<file path="config.mk">
export PLATFORM = sky130hd
export DESIGN_NAME = hsv_pixel_color_pipeline_unit
export DESIGN_NICKNAME = d
export VERILOG_FILES = /design/src/rtl/core/hpc_pkg.sv /design/src/rtl/core/hpc_hsv.sv /design/src/rtl/core/hpc_scale.sv /design/src/rtl/core/hsv_pixel_color_pipeline_unit.sv
export SDC_FILE = /design/constraint.sdc
export NUM_CORES = 1
export LEC_CHECK = 0
export BUFFER_PORTS_ARGS = -buffer_cell sky130_fd_sc_hd__buf_2
export CELL_PAD_IN_SITES_DETAIL_PLACEMENT = 1
export CELL_PAD_IN_SITES_GLOBAL_PLACEMENT = 1
export CORE_MARGIN = 4
export CORE_UTILIZATION = 45
export CTS_CLUSTER_DIAMETER = 50
export DETAILED_ROUTE_END_ITERATION = 16
export MAX_ROUTING_LAYER = met4
export PLACE_DENSITY = 0.81
export SLEW_MARGIN = 20
export SYNTH_ARGS = -nofsm -noshare
export SYNTH_HDL_FRONTEND = slang
export SYNTH_HIERARCHICAL = 1
export SYNTH_SLANG_ARGS = --single-unit
</file>
<file path="constraint.sdc">
create_clock -name clk -period 21.5 [get_ports clk]
set_input_delay 0 -clock clk [delete_from_list [all_inputs] [get_ports clk]]
set_output_delay 0 -clock clk [all_outputs]
set_load 0.1 [all_outputs]
</file>
<file path="src/rtl/core/hpc_pkg.sv">
// ----------------------------------------------------------------------------
// hpc_pkg
// Types, constants and helpers shared by the HSV pixel color pipeline.
// ----------------------------------------------------------------------------
`default_nettype none

package hpc_pkg;

  localparam int unsigned CH_W            = 8;
  localparam int unsigned HUE_REGION_SIZE = 43;
  localparam int unsigned HUE_REGION_STEP = 6;
  localparam int unsigned CHANNEL_FULL    = 255;
  localparam int unsigned GRB_W           = 24;
  localparam int unsigned GREEN_LSB       = 16;
  localparam int unsigned RED_LSB         = 8;
  localparam int unsigned BRIGHT_RESET    = 128;
  localparam int unsigned APB_ADDR_W      = 3;
  localparam int unsigned APB_DATA_W      = 32;

  localparam logic OP_HSV = 1'b0;
  localparam logic OP_RGB = 1'b1;

  typedef logic [CH_W-1:0] chan_t;

  typedef enum logic [2:0] {
    REGION_0 = 3'd0,
    REGION_1 = 3'd1,
    REGION_2 = 3'd2,
    REGION_3 = 3'd3,
    REGION_4 = 3'd4,
    REGION_5 = 3'd5
  } hue_region_t;

  typedef struct packed {
    chan_t r;
    chan_t g;
    chan_t b;
  } pixel_t;

  typedef struct packed {
    hue_region_t region;
    chan_t       pos;
  } hue_split_t;

  // hue / 43 by compare chain, position scaled by 6 (max 252, no wrap)
  function automatic hue_split_t hue_split(input chan_t hue);
    hue_split_t res;
    chan_t      base;
    chan_t      offs;
    if (hue >= chan_t'(5*HUE_REGION_SIZE)) begin
      res.region = REGION_5;
      base = chan_t'(5*HUE_REGION_SIZE);
    end else if (hue >= chan_t'(4*HUE_REGION_SIZE)) begin
      res.region = REGION_4;
      base = chan_t'(4*HUE_REGION_SIZE);
    end else if (hue >= chan_t'(3*HUE_REGION_SIZE)) begin
      res.region = REGION_3;
      base = chan_t'(3*HUE_REGION_SIZE);
    end else if (hue >= chan_t'(2*HUE_REGION_SIZE)) begin
      res.region = REGION_2;
      base = chan_t'(2*HUE_REGION_SIZE);
    end else if (hue >= chan_t'(HUE_REGION_SIZE)) begin
      res.region = REGION_1;
      base = chan_t'(HUE_REGION_SIZE);
    end else begin
      res.region = REGION_0;
      base = '0;
    end
    offs = hue - base;
    res.pos = chan_t'(offs * HUE_REGION_STEP);
    return res;
  endfunction

  // (a * b) >> 8
  function automatic chan_t mul_hi(input chan_t a, input chan_t b);
    logic [2*CH_W-1:0] prod;
    prod = a * b;
    return prod[2*CH_W-1:CH_W];
  endfunction

endpackage

`default_nettype wire

</file>
<file path="src/rtl/core/hpc_hsv.sv">
// ----------------------------------------------------------------------------
// hpc_hsv
// Two-stage HSV to RGB conversion; RGB requests pass through unchanged.
// ----------------------------------------------------------------------------
`default_nettype none

module hpc_hsv import hpc_pkg::*; (
  input  wire logic   clk,
  input  wire logic   rst_n,
  input  wire logic   in_valid,
  output logic        in_ready,
  input  wire logic   in_op,
  input  wire chan_t  in_hue,
  input  wire chan_t  in_saturation,
  input  wire chan_t  in_value,
  input  wire pixel_t in_rgb,
  output logic        pix_valid,
  input  wire logic   pix_ready,
  output pixel_t      pix
);

  typedef struct packed {
    logic        op;
    logic        grey;
    hue_region_t region;
    chan_t       v;
    chan_t       p;
    chan_t       sp;
    chan_t       st;
    pixel_t      rgb;
  } stage_a_t;

  // stage A: region split and the first round of products
  logic       a_valid_r;
  logic       a_ready;
  logic       b_ready;
  stage_a_t   a_r;
  stage_a_t   a_nxt;
  hue_split_t split;

  assign a_ready = !a_valid_r || b_ready;
  assign in_ready = a_ready;

  always_comb begin
    split       = hue_split(in_hue);
    a_nxt.op    = in_op;
    a_nxt.grey  = (in_saturation == '0);
    a_nxt.region = split.region;
    a_nxt.v     = in_value;
    a_nxt.p     = mul_hi(in_value, chan_t'(CHANNEL_FULL) - in_saturation);
    a_nxt.sp    = mul_hi(in_saturation, split.pos);
    a_nxt.st    = mul_hi(in_saturation, chan_t'(CHANNEL_FULL) - split.pos);
    a_nxt.rgb   = in_rgb;
  end

  always_ff @(posedge clk) begin
    if (!rst_n) begin
      a_valid_r <= 1'b0;
    end else if (a_ready) begin
      a_valid_r <= in_valid;
    end
  end

  always_ff @(posedge clk) begin
    if (a_ready && in_valid) begin
      a_r <= a_nxt;
    end
  end

  // stage B: q and t, then channel selection by region
  logic   b_valid_r;
  pixel_t b_r;
  pixel_t b_nxt;
  chan_t  q;
  chan_t  t;

  assign b_ready = !b_valid_r || pix_ready;

  always_comb begin
    q = mul_hi(a_r.v, chan_t'(CHANNEL_FULL) - a_r.sp);
    t = mul_hi(a_r.v, chan_t'(CHANNEL_FULL) - a_r.st);
    case (a_r.region)
      REGION_0: b_nxt = '{r: a_r.v, g: t,     b: a_r.p};
      REGION_1: b_nxt = '{r: q,     g: a_r.v, b: a_r.p};
      REGION_2: b_nxt = '{r: a_r.p, g: a_r.v, b: t};
      REGION_3: b_nxt = '{r: a_r.p, g: q,     b: a_r.v};
      REGION_4: b_nxt = '{r: t,     g: a_r.p, b: a_r.v};
      default:  b_nxt = '{r: a_r.v, g: a_r.p, b: q};
    endcase
    if (a_r.grey) begin
      b_nxt = '{r: a_r.v, g: a_r.v, b: a_r.v};
    end
    if (a_r.op == OP_RGB) begin
      b_nxt = a_r.rgb;
    end
  end

  always_ff @(posedge clk) begin
    if (!rst_n) begin
      b_valid_r <= 1'b0;
    end else if (b_ready) begin
      b_valid_r <= a_valid_r;
    end
  end

  always_ff @(posedge clk) begin
    if (b_ready && a_valid_r) begin
      b_r <= b_nxt;
    end
  end

  assign pix_valid = b_valid_r;
  assign pix       = b_r;

endmodule

`default_nettype wire

</file>
<file path="src/rtl/core/hpc_scale.sv">
// ----------------------------------------------------------------------------
// hpc_scale
// Two-stage brightness scaling (channel * brightness / 255) and GRB packing.
// ----------------------------------------------------------------------------
`default_nettype none

module hpc_scale import hpc_pkg::*; (
  input  wire logic   clk,
  input  wire logic   rst_n,
  input  wire chan_t  brightness,
  input  wire logic   pix_valid,
  output logic        pix_ready,
  input  wire pixel_t pix,
  output logic        out_valid,
  input  wire logic   out_ready,
  output logic [GRB_W-1:0] out_grb_word
);

  localparam int unsigned PROD_W = 2*CH_W;

  typedef logic [PROD_W-1:0] prod_t;

  // x / 255 for x <= 255*255: (x + 1 + (x >> 8)) >> 8
  function automatic chan_t div255(input prod_t x);
    prod_t sum;
    sum = x + prod_t'(1) + prod_t'(x[PROD_W-1:CH_W]);
    return sum[PROD_W-1:CH_W];
  endfunction

  // stage C: products
  logic  c_valid_r;
  logic  c_ready;
  logic  d_ready;
  prod_t c_r_r;
  prod_t c_g_r;
  prod_t c_b_r;

  assign c_ready   = !c_valid_r || d_ready;
  assign pix_ready = c_ready;

  always_ff @(posedge clk) begin
    if (!rst_n) begin
      c_valid_r <= 1'b0;
    end else if (c_ready) begin
      c_valid_r <= pix_valid;
    end
  end

  always_ff @(posedge clk) begin
    if (c_ready && pix_valid) begin
      c_r_r <= pix.r * brightness;
      c_g_r <= pix.g * brightness;
      c_b_r <= pix.b * brightness;
    end
  end

  // stage D: divide and pack, output register
  logic             d_valid_r;
  logic [GRB_W-1:0] d_word_r;
  logic [GRB_W-1:0] d_word_nxt;

  assign d_ready = !d_valid_r || out_ready;

  always_comb begin
    d_word_nxt = '0;
    d_word_nxt[GREEN_LSB +: CH_W] = div255(c_g_r);
    d_word_nxt[RED_LSB +: CH_W]   = div255(c_r_r);
    d_word_nxt[CH_W-1:0]          = div255(c_b_r);
  end

  always_ff @(posedge clk) begin
    if (!rst_n) begin
      d_valid_r <= 1'b0;
    end else if (d_ready) begin
      d_valid_r <= c_valid_r;
    end
  end

  always_ff @(posedge clk) begin
    if (d_ready && c_valid_r) begin
      d_word_r <= d_word_nxt;
    end
  end

  assign out_valid    = d_valid_r;
  assign out_grb_word = d_word_r;

endmodule

`default_nettype wire

</file>
<file path="src/rtl/core/hsv_pixel_color_pipeline_unit.sv">
// A four-stage pixel pipeline: one pixel per cycle sustained while out_ready
// holds. Stage one splits hue into six regions and forms the first products,
// stage two forms q and t and picks the channels, stage three multiplies each
// channel by brightness, stage four divides by 255 and holds the packed GRB
// word. Ready runs back through the four stage registers, so a stalled output
// fills the stages before in_ready drops. brightness resets to 128 and sits at
// APB byte address 0.
// ----------------------------------------------------------------------------
// hsv_pixel_color_pipeline_unit
// HSV/RGB pixel to brightness-scaled GRB word for an LED strip.
// ----------------------------------------------------------------------------
`default_nettype none

module hsv_pixel_color_pipeline_unit import hpc_pkg::*; (
  input  wire logic                  clk,
  input  wire logic                  rst_n,
  // configuration
  input  wire logic                  psel,
  input  wire logic                  penable,
  input  wire logic                  pwrite,
  input  wire logic [APB_ADDR_W-1:0] paddr,
  input  wire logic [APB_DATA_W-1:0] pwdata,
  output logic      [APB_DATA_W-1:0] prdata,
  output logic                       pready,
  // pixel requests
  input  wire logic                  in_valid,
  output logic                       in_ready,
  input  wire logic                  in_op,
  input  wire logic [CH_W-1:0]       in_hue,
  input  wire logic [CH_W-1:0]       in_saturation,
  input  wire logic [CH_W-1:0]       in_value,
  input  wire logic [CH_W-1:0]       in_red,
  input  wire logic [CH_W-1:0]       in_green,
  input  wire logic [CH_W-1:0]       in_blue,
  // results
  output logic                       out_valid,
  input  wire logic                  out_ready,
  output logic [GRB_W-1:0]           out_grb_word
);

  // register 0 decodes on the word index bit only
  logic  bright_sel;
  chan_t brightness_r;

  assign pready     = 1'b1;
  assign bright_sel = (paddr[APB_ADDR_W-1] == 1'b0);

  always_ff @(posedge clk) begin
    if (!rst_n) begin
      brightness_r <= chan_t'(BRIGHT_RESET);
    end else if (psel && penable && pwrite && pready && bright_sel) begin
      brightness_r <= pwdata[CH_W-1:0];
    end
  end

  always_comb begin
    prdata = '0;
    if (bright_sel) begin
      prdata[CH_W-1:0] = brightness_r;
    end
  end

  pixel_t in_rgb;
  pixel_t pix;
  logic   pix_valid;
  logic   pix_ready;

  assign in_rgb = '{r: in_red, g: in_green, b: in_blue};

  hpc_hsv u_hsv (
    .clk          (clk),
    .rst_n        (rst_n),
    .in_valid     (in_valid),
    .in_ready     (in_ready),
    .in_op        (in_op),
    .in_hue       (in_hue),
    .in_saturation(in_saturation),
    .in_value     (in_value),
    .in_rgb       (in_rgb),
    .pix_valid    (pix_valid),
    .pix_ready    (pix_ready),
    .pix          (pix)
  );

  hpc_scale u_scale (
    .clk         (clk),
    .rst_n       (rst_n),
    .brightness  (brightness_r),
    .pix_valid   (pix_valid),
    .pix_ready   (pix_ready),
    .pix         (pix),
    .out_valid   (out_valid),
    .out_ready   (out_ready),
    .out_grb_word(out_grb_word)
  );

endmodule

`default_nettype wire

</file>
Word level (Yosys, flattened, before mapping)
Index checks and enable logic that the tools add are counted.
{"block": "op_classes", "n_lt_le_gt_ge": 5, "eq_ne": 4, "n_mux": 13, "n_addsub": 11, "multipliers": 9, "n_reduce_logical": 18, "n_bitwise": 1}
{"cell": "$pmux W24 S5", "count": 1}
{"cell": "$mul A8 B8 Y16", "count": 7}
{"cell": "$add A16 B1 Y16 const B", "count": 3}
{"cell": "$add A16 B8 Y16", "count": 3}
{"cell": "$mux W24", "count": 2}
{"cell": "$mux W8", "count": 5}
{"cell": "$sub A8 B8 Y8 const A", "count": 4}
{"cell": "$ge A8 B8 Y1 const B", "count": 3}
{"cell": "$mul A8 B7 Y15", "count": 1}
{"cell": "$ge A8 B6 Y1 const B", "count": 1}
{"cell": "$ge A8 B7 Y1 const B", "count": 1}
{"cell": "$logic_not A8 Y1", "count": 1}
{"cell": "$mul A8 B2 Y7 const B", "count": 1}
{"cell": "$sub A8 B8 Y8", "count": 1}
{"cell": "$logic_and A1 B1 Y1", "count": 7}
{"cell": "$eq A3 B2 Y1 const B", "count": 2}
{"cell": "$mux W3", "count": 2}
{"cell": "$mux W6", "count": 1}
{"cell": "$logic_not A1 Y1", "count": 4}
{"cell": "$logic_or A1 B1 Y1", "count": 4}
{"cell": "$eq A3 B1 Y1 const B", "count": 1}
{"cell": "$eq A3 B3 Y1 const B", "count": 1}
{"cell": "$logic_not A3 Y1", "count": 1}
{"cell": "$mux W1", "count": 2}
{"cell": "other kinds (2)", "count": 2}
{"block": "totals", "output_inout_bits": 59, "elab_cells": 84, "ff_bits": 169, "in_bits": 91}

Logic depth before layout (Yosys ltp)
Gate-level depths: netlist (run 1).
{"block": "depth", "ltp_word": 10, "mapped_depth": 36}

Cells and area by module
Netlist (run 1), hierarchy kept.
{"mod": "hpc_hsv", "area_each_um2": 14078.5, "seq_area_each_um2": 2592.5, "cells_per_inst": 1517, "instances": 1}
{"mod": "hpc_scale", "area_each_um2": 9409.0, "seq_area_each_um2": 2202.1, "cells_per_inst": 930, "instances": 1}
{"mod": "hsv_pixel_color_pipeline_unit", "area_each_um2": 595.6, "seq_area_each_um2": 160.2, "cells_per_inst": 70, "instances": 1}

Worst setup path before layout (run 1)
OpenSTA, ideal clock, no wires.
{"block": "synth_timing", "path_kind": "input port to flip-flop", "startpoint": "in in_hue[1]", "endpoint": "reg u_hsv/a_r[39] in the netlist's numbering, data pin", "required_ns": 21.240, "n_path_buf": 1, "setup_slack_ns": 13.792, "arrival_time_ns": 7.448, "cell_stages": 33, "setup_time_ns": 0.260, "cell_sequence": "or4_1 -> o21a_1 -> a21o_2 -> nand2_1 -> inv_1 -> ha_1 -> nor2b_1 -> o21ai_0 -> a21boi_0 -> o21a_1 -> nor3_1 -> nor2_1 -> ha_1 -> a21oi_1 -> xnor2_1 -> xnor3_1 -> buf_6 -> mux2i_1 -> fa_1 -> inv_1 -> fa_1 -> inv_1 -> fa_1 -> inv_1 -> fa_1 -> inv_1 -> ha_1 -> or3_1 -> o211a_1 -> o31a_1 -> o41ai_1 -> o21bai_1 -> xnor2_1"}
{"item": "start: declaration", "line": "hsv_pixel_color_pipeline_unit.sv:29", "text": "input wire logic [CH_W-1:0] in_hue,"}
{"item": "end signal: assignment", "line": "hpc_hsv.sv:66", "text": "a_r <= a_nxt;"}
{"item": "end: declaration", "line": "hpc_hsv.sv:37", "text": "stage_a_t a_r;"}

==> results of run 1 <==
[area by class of cell]
cell class | instances | share of cell area
Clock inverter | 15 | 0.008050
Sequential cell | 169 | 0.1875
Antenna cell | 1 | 0.00009471
Timing Repair Buffer | 180 | 0.04754
Clock buffer | 17 | 0.01610
Multi-Input combinational cell | 1850 | 0.6489
Inverter | 417 | 0.05924
Tap cell | 688 | 0.03258
[worst max-delay path by stage]
| stage | cells after the start | endpoint |
|---|---|---|
| 2_1_floorplan | 33 | u_hsv/a_r[39] |
| 3_3_place_gp | 33 | u_hsv/a_r[39] |
| 3_5_place_dp | 34 | u_hsv/a_r[39] |
| 4_1_cts | 34 | u_hsv/a_r[39] |
| 5_1_grt | 34 | u_hsv/a_r[39] |
| 6_report | 34 | u_hsv/a_r[39] |
[kinds of logic after synthesis]
group,after synthesis,share of synthesized area
xor+xnor,96,0.03548
buf+inv,521,0.08629
mux,29,0.01216
fa+ha+maj,581,0.3885
flops,169,0.2057
other cells,2,0.0003118
simple gates,799,0.1811
compound gates,320,0.09045
[per-stage QoR]
| step | instances | cell area [sq um] | hold slack [ps] | setup WS [ps] |
|---|---|---|---|---|
| floorplan | 2540 | 24170 | 98.87 | 13790 |
| global placement | 3244 | 25180 | 180.4 | 12570 |
| detailed placement | 3244 | 25180 | 182.6 | 12160 |
| finish | 3337 | 26420 | 63.11 | 12540 |
| CTS | 3336 | 26420 | 27.55 | 12580 |
| global route | 3337 | 26420 | 61.89 | 11880 |
[flip-flops by register name (all words and copies together) (netlist names), 8 cells and up]
name and flops:
u_hsv/pix 24, u_scale/c_b_r 16, brightness_r 8, u_hsv/a_r 61
u_scale/c_g_r 16, u_scale/c_r_r 16, u_scale/out_grb_word 24
[per-layer routing]
metal,share of wire,GRT usage,vias up
li1,-,-,8400
met1,0.41,0.2806,9367
met2,0.52,0.4293,402
met3,0.036,0.03017,143
met4,0.034,0.08549,0
met5,0,-,-
[what timing repair did]
action                                  4_1_cts  5_1_grt
endpoints found under the setup margin        0        0
hold endpoints to repair                     45        0
gates resized for setup                       0        0
hold buffers                                 60        0
[cell usage in the layout (no fill, tap or decap), types with 27 or more instances in the layout]
cell and instances:
sky130_fd_sc_hd__inv_1 414, sky130_fd_sc_hd__ha_1 303, sky130_fd_sc_hd__fa_1 278, sky130_fd_sc_hd__and2_1 201, sky130_fd_sc_hd__edfxtp_1 157, sky130_fd_sc_hd__nand2_1 142, sky130_fd_sc_hd__nor2b_1 112, sky130_fd_sc_hd__nor2_1 111
sky130_fd_sc_hd__nand2b_1 101, sky130_fd_sc_hd__buf_2 98, sky130_fd_sc_hd__o21ai_0 74, sky130_fd_sc_hd__a21oi_1 69, sky130_fd_sc_hd__xnor2_1 66, sky130_fd_sc_hd__dlygate4sd3_1 60, sky130_fd_sc_hd__nand3_1 34, sky130_fd_sc_hd__xor2_1 29
sky130_fd_sc_hd__mux2i_1 27, sky130_fd_sc_hd__o21a_1 27
==> metrics.txt, run 1 <==
# TYPE chip_impl_metric gauge
chip_impl_info{name="dominantRegCellSynth",value="sky130_fd_sc_hd__edfxtp_1"} 1
chip_impl_metric{name="synth.ff_latch_count",unit=""} 169
chip_impl_metric{name="synth-warning-count",unit=""} 6
chip_impl_metric{name="clock_insertion_delay_at_the_later_pin_of_the_skew_report",unit="ps"} 460
chip_impl_metric{name="drt-initial-drc-count",unit=""} 821
chip_impl_metric{name="post_drt_via_cell_ratio",unit=""} 5.488
chip_impl_metric{name="vias_in_the_first_global_route",unit=""} 20710
chip_impl_metric{name="cts-buffers-inserted",unit=""} 17
chip_impl_metric{name="floorplan.io_pins",unit=""} 150
chip_impl_metric{name="post_synth_inst_count",unit=""} 2517
chip_impl_info{name="critical-path-slowest-cell",value="sky130_fd_sc_hd__xnor3_1"} 1
chip_impl_info{name="cp-start-kind",value="input port"} 1
chip_impl_metric{name="area_share_of_the_largest_cell_type_after_synthesis",unit=""} 0.2311
chip_impl_info{name="synth.top_cells.by_area",value="sky130_fd_sc_hd__fa_1 (23%), sky130_fd_sc_hd__edfxtp_1 (20%), sky130_fd_sc_hd__ha_1 (16%)"} 1
chip_impl_info{name="cts_tree",value="built"} 1
chip_impl_info{name="cp_top_family",value="compound AO/OA/AOI/OAI gates"} 1
chip_impl_metric{name="cts_sinks",unit=""} 169
chip_impl_metric{name="path_buf_inv",unit=""} 5
chip_impl_metric{name="finish.utilization",unit=""} 0.5008
chip_impl_info{name="crit_start",value="in_hue[2]"} 1
chip_impl_metric{name="rrSetupSlack",unit="ps"} 15420
chip_impl_info{name="run_status",value="completed"} 1
chip_impl_metric{name="dp_hpwl",unit="microns"} 49880
chip_impl_metric{name="gr-total-overflow",unit=""} 0
chip_impl_metric{name="timing.setup.tns",unit="ps"} 0
chip_impl_metric{name="ctsHtreeMaxLevel",unit=""} 4
chip_impl_metric{name="slew_violations",unit=""} 0
chip_impl_metric{name="layout.filler_cells",unit=""} 5991
chip_impl_metric{name="maximum_clock_frequency",unit="MHz"} 111.5
chip_impl_metric{name="timing_worst_slew_pin_value",unit="ps"} 1178
chip_impl_metric{name="wire_length_of_the_first_global_routing_pass",unit="microns"} 107100
chip_impl_metric{name="synthesis.area",unit="sq um"} 24080
chip_impl_metric{name="route.vias.total",unit=""} 18310
chip_impl_metric{name="firstDrtPassIters",unit=""} 5
chip_impl_metric{name="ys_async_sr_fraction",unit=""} 0
chip_impl_metric{name="maximum_clock_insertion_buffer_count",unit=""} 2
chip_impl_metric{name="worst_path_largest_cell_delay",unit="ps"} 860
chip_impl_metric{name="floorplan.core_area",unit="sq um"} 52760
chip_impl_info{name="holdCritStartpoint",value="in_hue[7]"} 1
chip_impl_metric{name="wl_per_cell",unit="microns"} 19.76
chip_impl_metric{name="drive_above_1_share",unit=""} 0.07213
chip_impl_metric{name="place.gp.congestion",unit=""} 0.9190
chip_impl_info{name="timing.rr.start",value="u_hsv/a_r[50]"} 1
chip_impl_metric{name="worstHoldPathCells",unit=""} 2
chip_impl_metric{name="maxSlewHeadroom",unit=""} 0.2149
chip_impl_metric{name="die_area",unit="sq um"} 57280
chip_impl_metric{name="final-seq-area",unit="sq um"} 4955
chip_impl_info{name="clock-root-buffer",value="sky130_fd_sc_hd__clkbuf_16"} 1
chip_impl_metric{name="synthToLayoutAreaGrowth",unit="%"} 9.715
chip_impl_metric{name="post_synth_edffs",unit=""} 157
chip_impl_info{name="critPathKind",value="input port to flip-flop"} 1
chip_impl_metric{name="finClkSkew",unit="ps"} 11.05
chip_impl_metric{name="postSynthAreaPerCell",unit="sq um"} 9.568
chip_impl_info{name="worstHoldEndpoint",value="u_hsv/a_r[58]"} 1
chip_impl_metric{name="cts.clk_slew.worst_paths",unit="ps"} 70
chip_impl_info{name="yosys.area.top_type",value="sky130_fd_sc_hd__fa_1"} 1
chip_impl_info{name="synth_top_cells_by_count",value="sky130_fd_sc_hd__inv_1 (414), sky130_fd_sc_hd__ha_1 (303), sky130_fd_sc_hd__fa_1 (278)"} 1
chip_impl_metric{name="critPathMaxFanout",unit=""} 16
chip_impl_metric{name="start_util",unit=""} 0.4565
chip_impl_metric{name="yosysUniqueCellTypes",unit=""} 87
chip_impl_metric{name="antenna_violations_before_repair",unit=""} 1
chip_impl_metric{name="rr_worst_depth",unit=""} 14
chip_impl_metric{name="maxCapViolations",unit=""} 0
chip_impl_metric{name="period_needed",unit="ps"} 8965
chip_impl_metric{name="post-route-period-util",unit=""} 0.4170
chip_impl_metric{name="grt_start_max_net_pins",unit=""} 62
chip_impl_metric{name="synth_sequential_area_ratio",unit=""} 0.2057
chip_impl_info{name="most_common_cell_in_the_synthesized_netlist",value="sky130_fd_sc_hd__inv_1"} 1
chip_impl_metric{name="floorplan.die.width",unit="microns"} 239.3
chip_impl_metric{name="finalHoldViolCount",unit=""} 0
chip_impl_metric{name="cp_data_arrival_time",unit="ps"} 9180
chip_impl_metric{name="die_height",unit="microns"} 239.3
chip_impl_metric{name="timing.critical_path.required",unit="ps"} 21710
chip_impl_metric{name="drt.antenna.violating_nets",unit=""} 0
chip_impl_metric{name="floorplan.rows",unit=""} 84
chip_impl_metric{name="report.final.setup_viol",unit=""} 0
chip_impl_info{name="hp-class",value="input port to flip-flop"} 1
chip_impl_metric{name="port-buffer-count",unit=""} 98
chip_impl_metric{name="multi_input_area",unit="sq um"} 17150
chip_impl_metric{name="fin_nets",unit=""} 3307
chip_impl_info{name="rsz0062_at_grt",value="false"} 1
chip_impl_metric{name="post_cts_buffers",unit=""} 0
chip_impl_metric{name="wl",unit="microns"} 65950
chip_impl_metric{name="detail_route.drc_violations",unit=""} 0
chip_impl_info{name="rr_endpoint",value="u_hsv/pix[3]"} 1
chip_impl_info{name="worst_setup_path_end_kind",value="flip-flop"} 1
chip_impl_metric{name="grt.total_usage",unit=""} 0.2409
Power of run 1 is left out: the tool's default activity adds up to more than one toggle a clock period on the data nets, which glitch-free logic cannot reach.
==> inputs of run 2 (changes only) <==
==> constraint.sdc (replaced) <==
create_clock -name clk -period 8.5 [get_ports clk]
set_input_delay 0 -clock clk [delete_from_list [all_inputs] [get_ports clk]]
set_output_delay 0 -clock clk [all_outputs]
set_load 0.1 [all_outputs]
==> run 2 against run 1 <==
  * First-iteration DRC count rose by 39%
  * Sequential share of layout area hardly changed
  * Non-clock buffer count increased by 8
==> metrics.txt, run 2 (same netlist as run 1, synthesis figures left out) <==
# TYPE chip_impl_metric gauge
chip_impl_info{name="run_status",value="completed"} 1
chip_impl_metric{name="wl_met2",unit="microns"} 35560
chip_impl_metric{name="worst_path_largest_cell_delay",unit="ps"} 640
chip_impl_info{name="critical-path-top-cell-by-count",value="sky130_fd_sc_hd__fa_1"} 1
chip_impl_metric{name="finClkSkew",unit="ps"} 14.29
chip_impl_metric{name="slew_violations",unit=""} 0
chip_impl_metric{name="synthToLayoutAreaGrowth",unit="%"} 9.497
chip_impl_info{name="cts_tree",value="built"} 1
chip_impl_metric{name="maxSlewHeadroom",unit=""} 0.2610
chip_impl_metric{name="post-route-period-util",unit=""} 0.9343
chip_impl_metric{name="ctsHtreeMaxLevel",unit=""} 4
chip_impl_metric{name="gr-total-overflow",unit=""} 0
chip_impl_metric{name="wl_per_cell",unit="microns"} 20.29
chip_impl_info{name="mostFrequentLayoutCell",value="sky130_fd_sc_hd__inv_1"} 1
chip_impl_metric{name="layout.filler_cells",unit=""} 5998
chip_impl_metric{name="die_height",unit="microns"} 239.3
chip_impl_metric{name="firstDrtPassIters",unit=""} 5
chip_impl_metric{name="dp_hpwl",unit="microns"} 50840
chip_impl_metric{name="postCtsHoldBufs",unit=""} 60
chip_impl_metric{name="floorplan.die.width",unit="microns"} 239.3
chip_impl_info{name="rr_endpoint",value="u_hsv/pix[15]"} 1
chip_impl_metric{name="port-buffer-count",unit=""} 98
chip_impl_metric{name="die_area",unit="sq um"} 57280
chip_impl_metric{name="maximum_clock_frequency",unit="MHz"} 125.9
chip_impl_metric{name="place.gp.congestion",unit=""} 0.9112
chip_impl_metric{name="finalHoldViolCount",unit=""} 0
chip_impl_metric{name="drt-initial-drc-count",unit=""} 1138
chip_impl_info{name="highest_metal_layer_with_signal_wires",value="met4"} 1
chip_impl_info{name="registers.top_by_ff_count",value="u_hsv/a_r"} 1
chip_impl_metric{name="wl",unit="microns"} 67830
chip_impl_metric{name="timing.setup.tns",unit="ps"} 0
chip_impl_metric{name="post_cts_buffers",unit=""} 0
chip_impl_metric{name="largest_register_ff_count",unit=""} 61
chip_impl_metric{name="vias_in_the_first_global_route",unit=""} 21160
chip_impl_metric{name="floorplan.core_area",unit="sq um"} 52760
chip_impl_metric{name="maximum_clock_insertion_buffer_count",unit=""} 2
chip_impl_metric{name="report.final.setup_viol",unit=""} 0
chip_impl_metric{name="detail_route.wirelength.met1",unit="microns"} 27960
chip_impl_info{name="hp-class",value="input port to flip-flop"} 1
chip_impl_metric{name="start_util",unit=""} 0.4565
chip_impl_metric{name="timing.critical_path.required",unit="ps"} 8710
chip_impl_info{name="timing.rr.start",value="u_hsv/a_r[50]"} 1
chip_impl_metric{name="post_drt_via_cell_ratio",unit=""} 5.524
chip_impl_info{name="final_cell_mix",value="sky130_fd_sc_hd__inv_1 (414), sky130_fd_sc_hd__ha_1 (303), sky130_fd_sc_hd__fa_1 (278)"} 1
chip_impl_metric{name="routed_met3_length",unit="microns"} 2539
chip_impl_metric{name="critPathMaxFanout",unit=""} 9
chip_impl_metric{name="timing_worst_slew_pin_value",unit="ps"} 1108
chip_impl_metric{name="detail_route.drc_violations",unit=""} 0
chip_impl_metric{name="worstHoldPathCells",unit=""} 3
chip_impl_info{name="critical-path-slowest-cell",value="sky130_fd_sc_hd__xnor2_1"} 1
chip_impl_metric{name="rr_worst_depth",unit=""} 13
chip_impl_info{name="clock-root-buffer",value="sky130_fd_sc_hd__clkbuf_16"} 1
chip_impl_metric{name="route.vias.total",unit=""} 18470
chip_impl_info{name="worstHoldEndpoint",value="u_hsv/a_r[58]"} 1
chip_impl_metric{name="cts_sinks",unit=""} 169
chip_impl_metric{name="cts_resized",unit=""} 0
chip_impl_metric{name="drive_above_1_share",unit=""} 0.07420
chip_impl_metric{name="cts.clk_slew.worst_paths",unit="ps"} 70
chip_impl_metric{name="floorplan.io_pins",unit=""} 150
chip_impl_info{name="cp-start-kind",value="input port"} 1
chip_impl_metric{name="fin_nets",unit=""} 3315
chip_impl_metric{name="maxCapViolations",unit=""} 0
chip_impl_metric{name="clock_insertion_delay_at_the_later_pin_of_the_skew_report",unit="ps"} 450
chip_impl_info{name="rsz0062_at_grt",value="false"} 1
chip_impl_metric{name="cts-buffers-inserted",unit=""} 17
chip_impl_metric{name="grt_start_max_net_pins",unit=""} 49
chip_impl_metric{name="period_needed",unit="ps"} 7942
chip_impl_metric{name="wire_length_of_the_first_global_routing_pass",unit="microns"} 110900
chip_impl_metric{name="floorplan.rows",unit=""} 84
chip_impl_metric{name="grt.total_usage",unit=""} 0.2487
chip_impl_metric{name="antenna_violations_before_repair",unit=""} 0
chip_impl_metric{name="drt.antenna.violating_nets",unit=""} 0
chip_impl_info{name="critPathKind",value="input port to flip-flop"} 1
chip_impl_metric{name="cp_data_arrival_time",unit="ps"} 8150
chip_impl_metric{name="rrSetupSlack",unit="ps"} 2480
chip_impl_metric{name="antenna_cells",unit=""} 0
chip_impl_info{name="holdCritStartpoint",value="in_hue[7]"} 1
chip_impl_info{name="worst_setup_path_end_kind",value="flip-flop"} 1
[run 2: final cells by class]
type                       count  area [sq um]  area share
multi-input combinational   1850         17150      0.6502
sequential                   169          4955      0.1879
inverter                     417          1565     0.05936
timing repair buffer         188          1316     0.04991
tap                          688         860.8     0.03264
clock buffer                  19         432.9     0.01642
clock inverter                12         95.09    0.003606
[run 2: per-stage QoR]
stage          hold WS (ps)  cell area [sq um]    util  setup slack [ps]  cells
2_1_floorplan         98.87              24170       -             792.3   2540
3_3_place_gp          180.0              25240  0.4784             404.3   3252
3_5_place_dp          181.0              25240  0.4784             147.5   3252
4_1_cts               61.57              26370  0.4998             629.2   3343
5_1_grt               125.8              26370  0.4998             158.6   3343
6_report              84.32              26370  0.4998             558.1   3343
[run 2: critical path, delay by kind of cell]
kind                     cells  cell delay, ps
buffers and inverters        7             770
XOR/XNOR                     2             730
AND/OR/NAND/NOR              4             770
AO/OA/AOI/OAI               10            2270
adder cells (fa/ha/maj)      9            3600
[run 2: worst max-delay path by stage]
stage,start,endpoint,cells after the start
after global routing,in_hue[2],u_hsv/a_r[39],34
after global placement,in_hue[1],u_hsv/a_r[39],33
after CTS,in_hue[2],u_hsv/a_r[39],34
after detailed placement,in_hue[2],u_hsv/a_r[31],32
final,in_hue[2],u_hsv/a_r[31],32
after floorplan,in_hue[1],u_hsv/a_r[39],33
[run 2: routing by layer]
metal	up-vias	global-route usage
li1	8428	-
met1	9465	0.2907
met2	441	0.4508
met3	132	0.03005
met4	0	0.07265
met5	-	-
Power of run 2 is left out for the same reason.
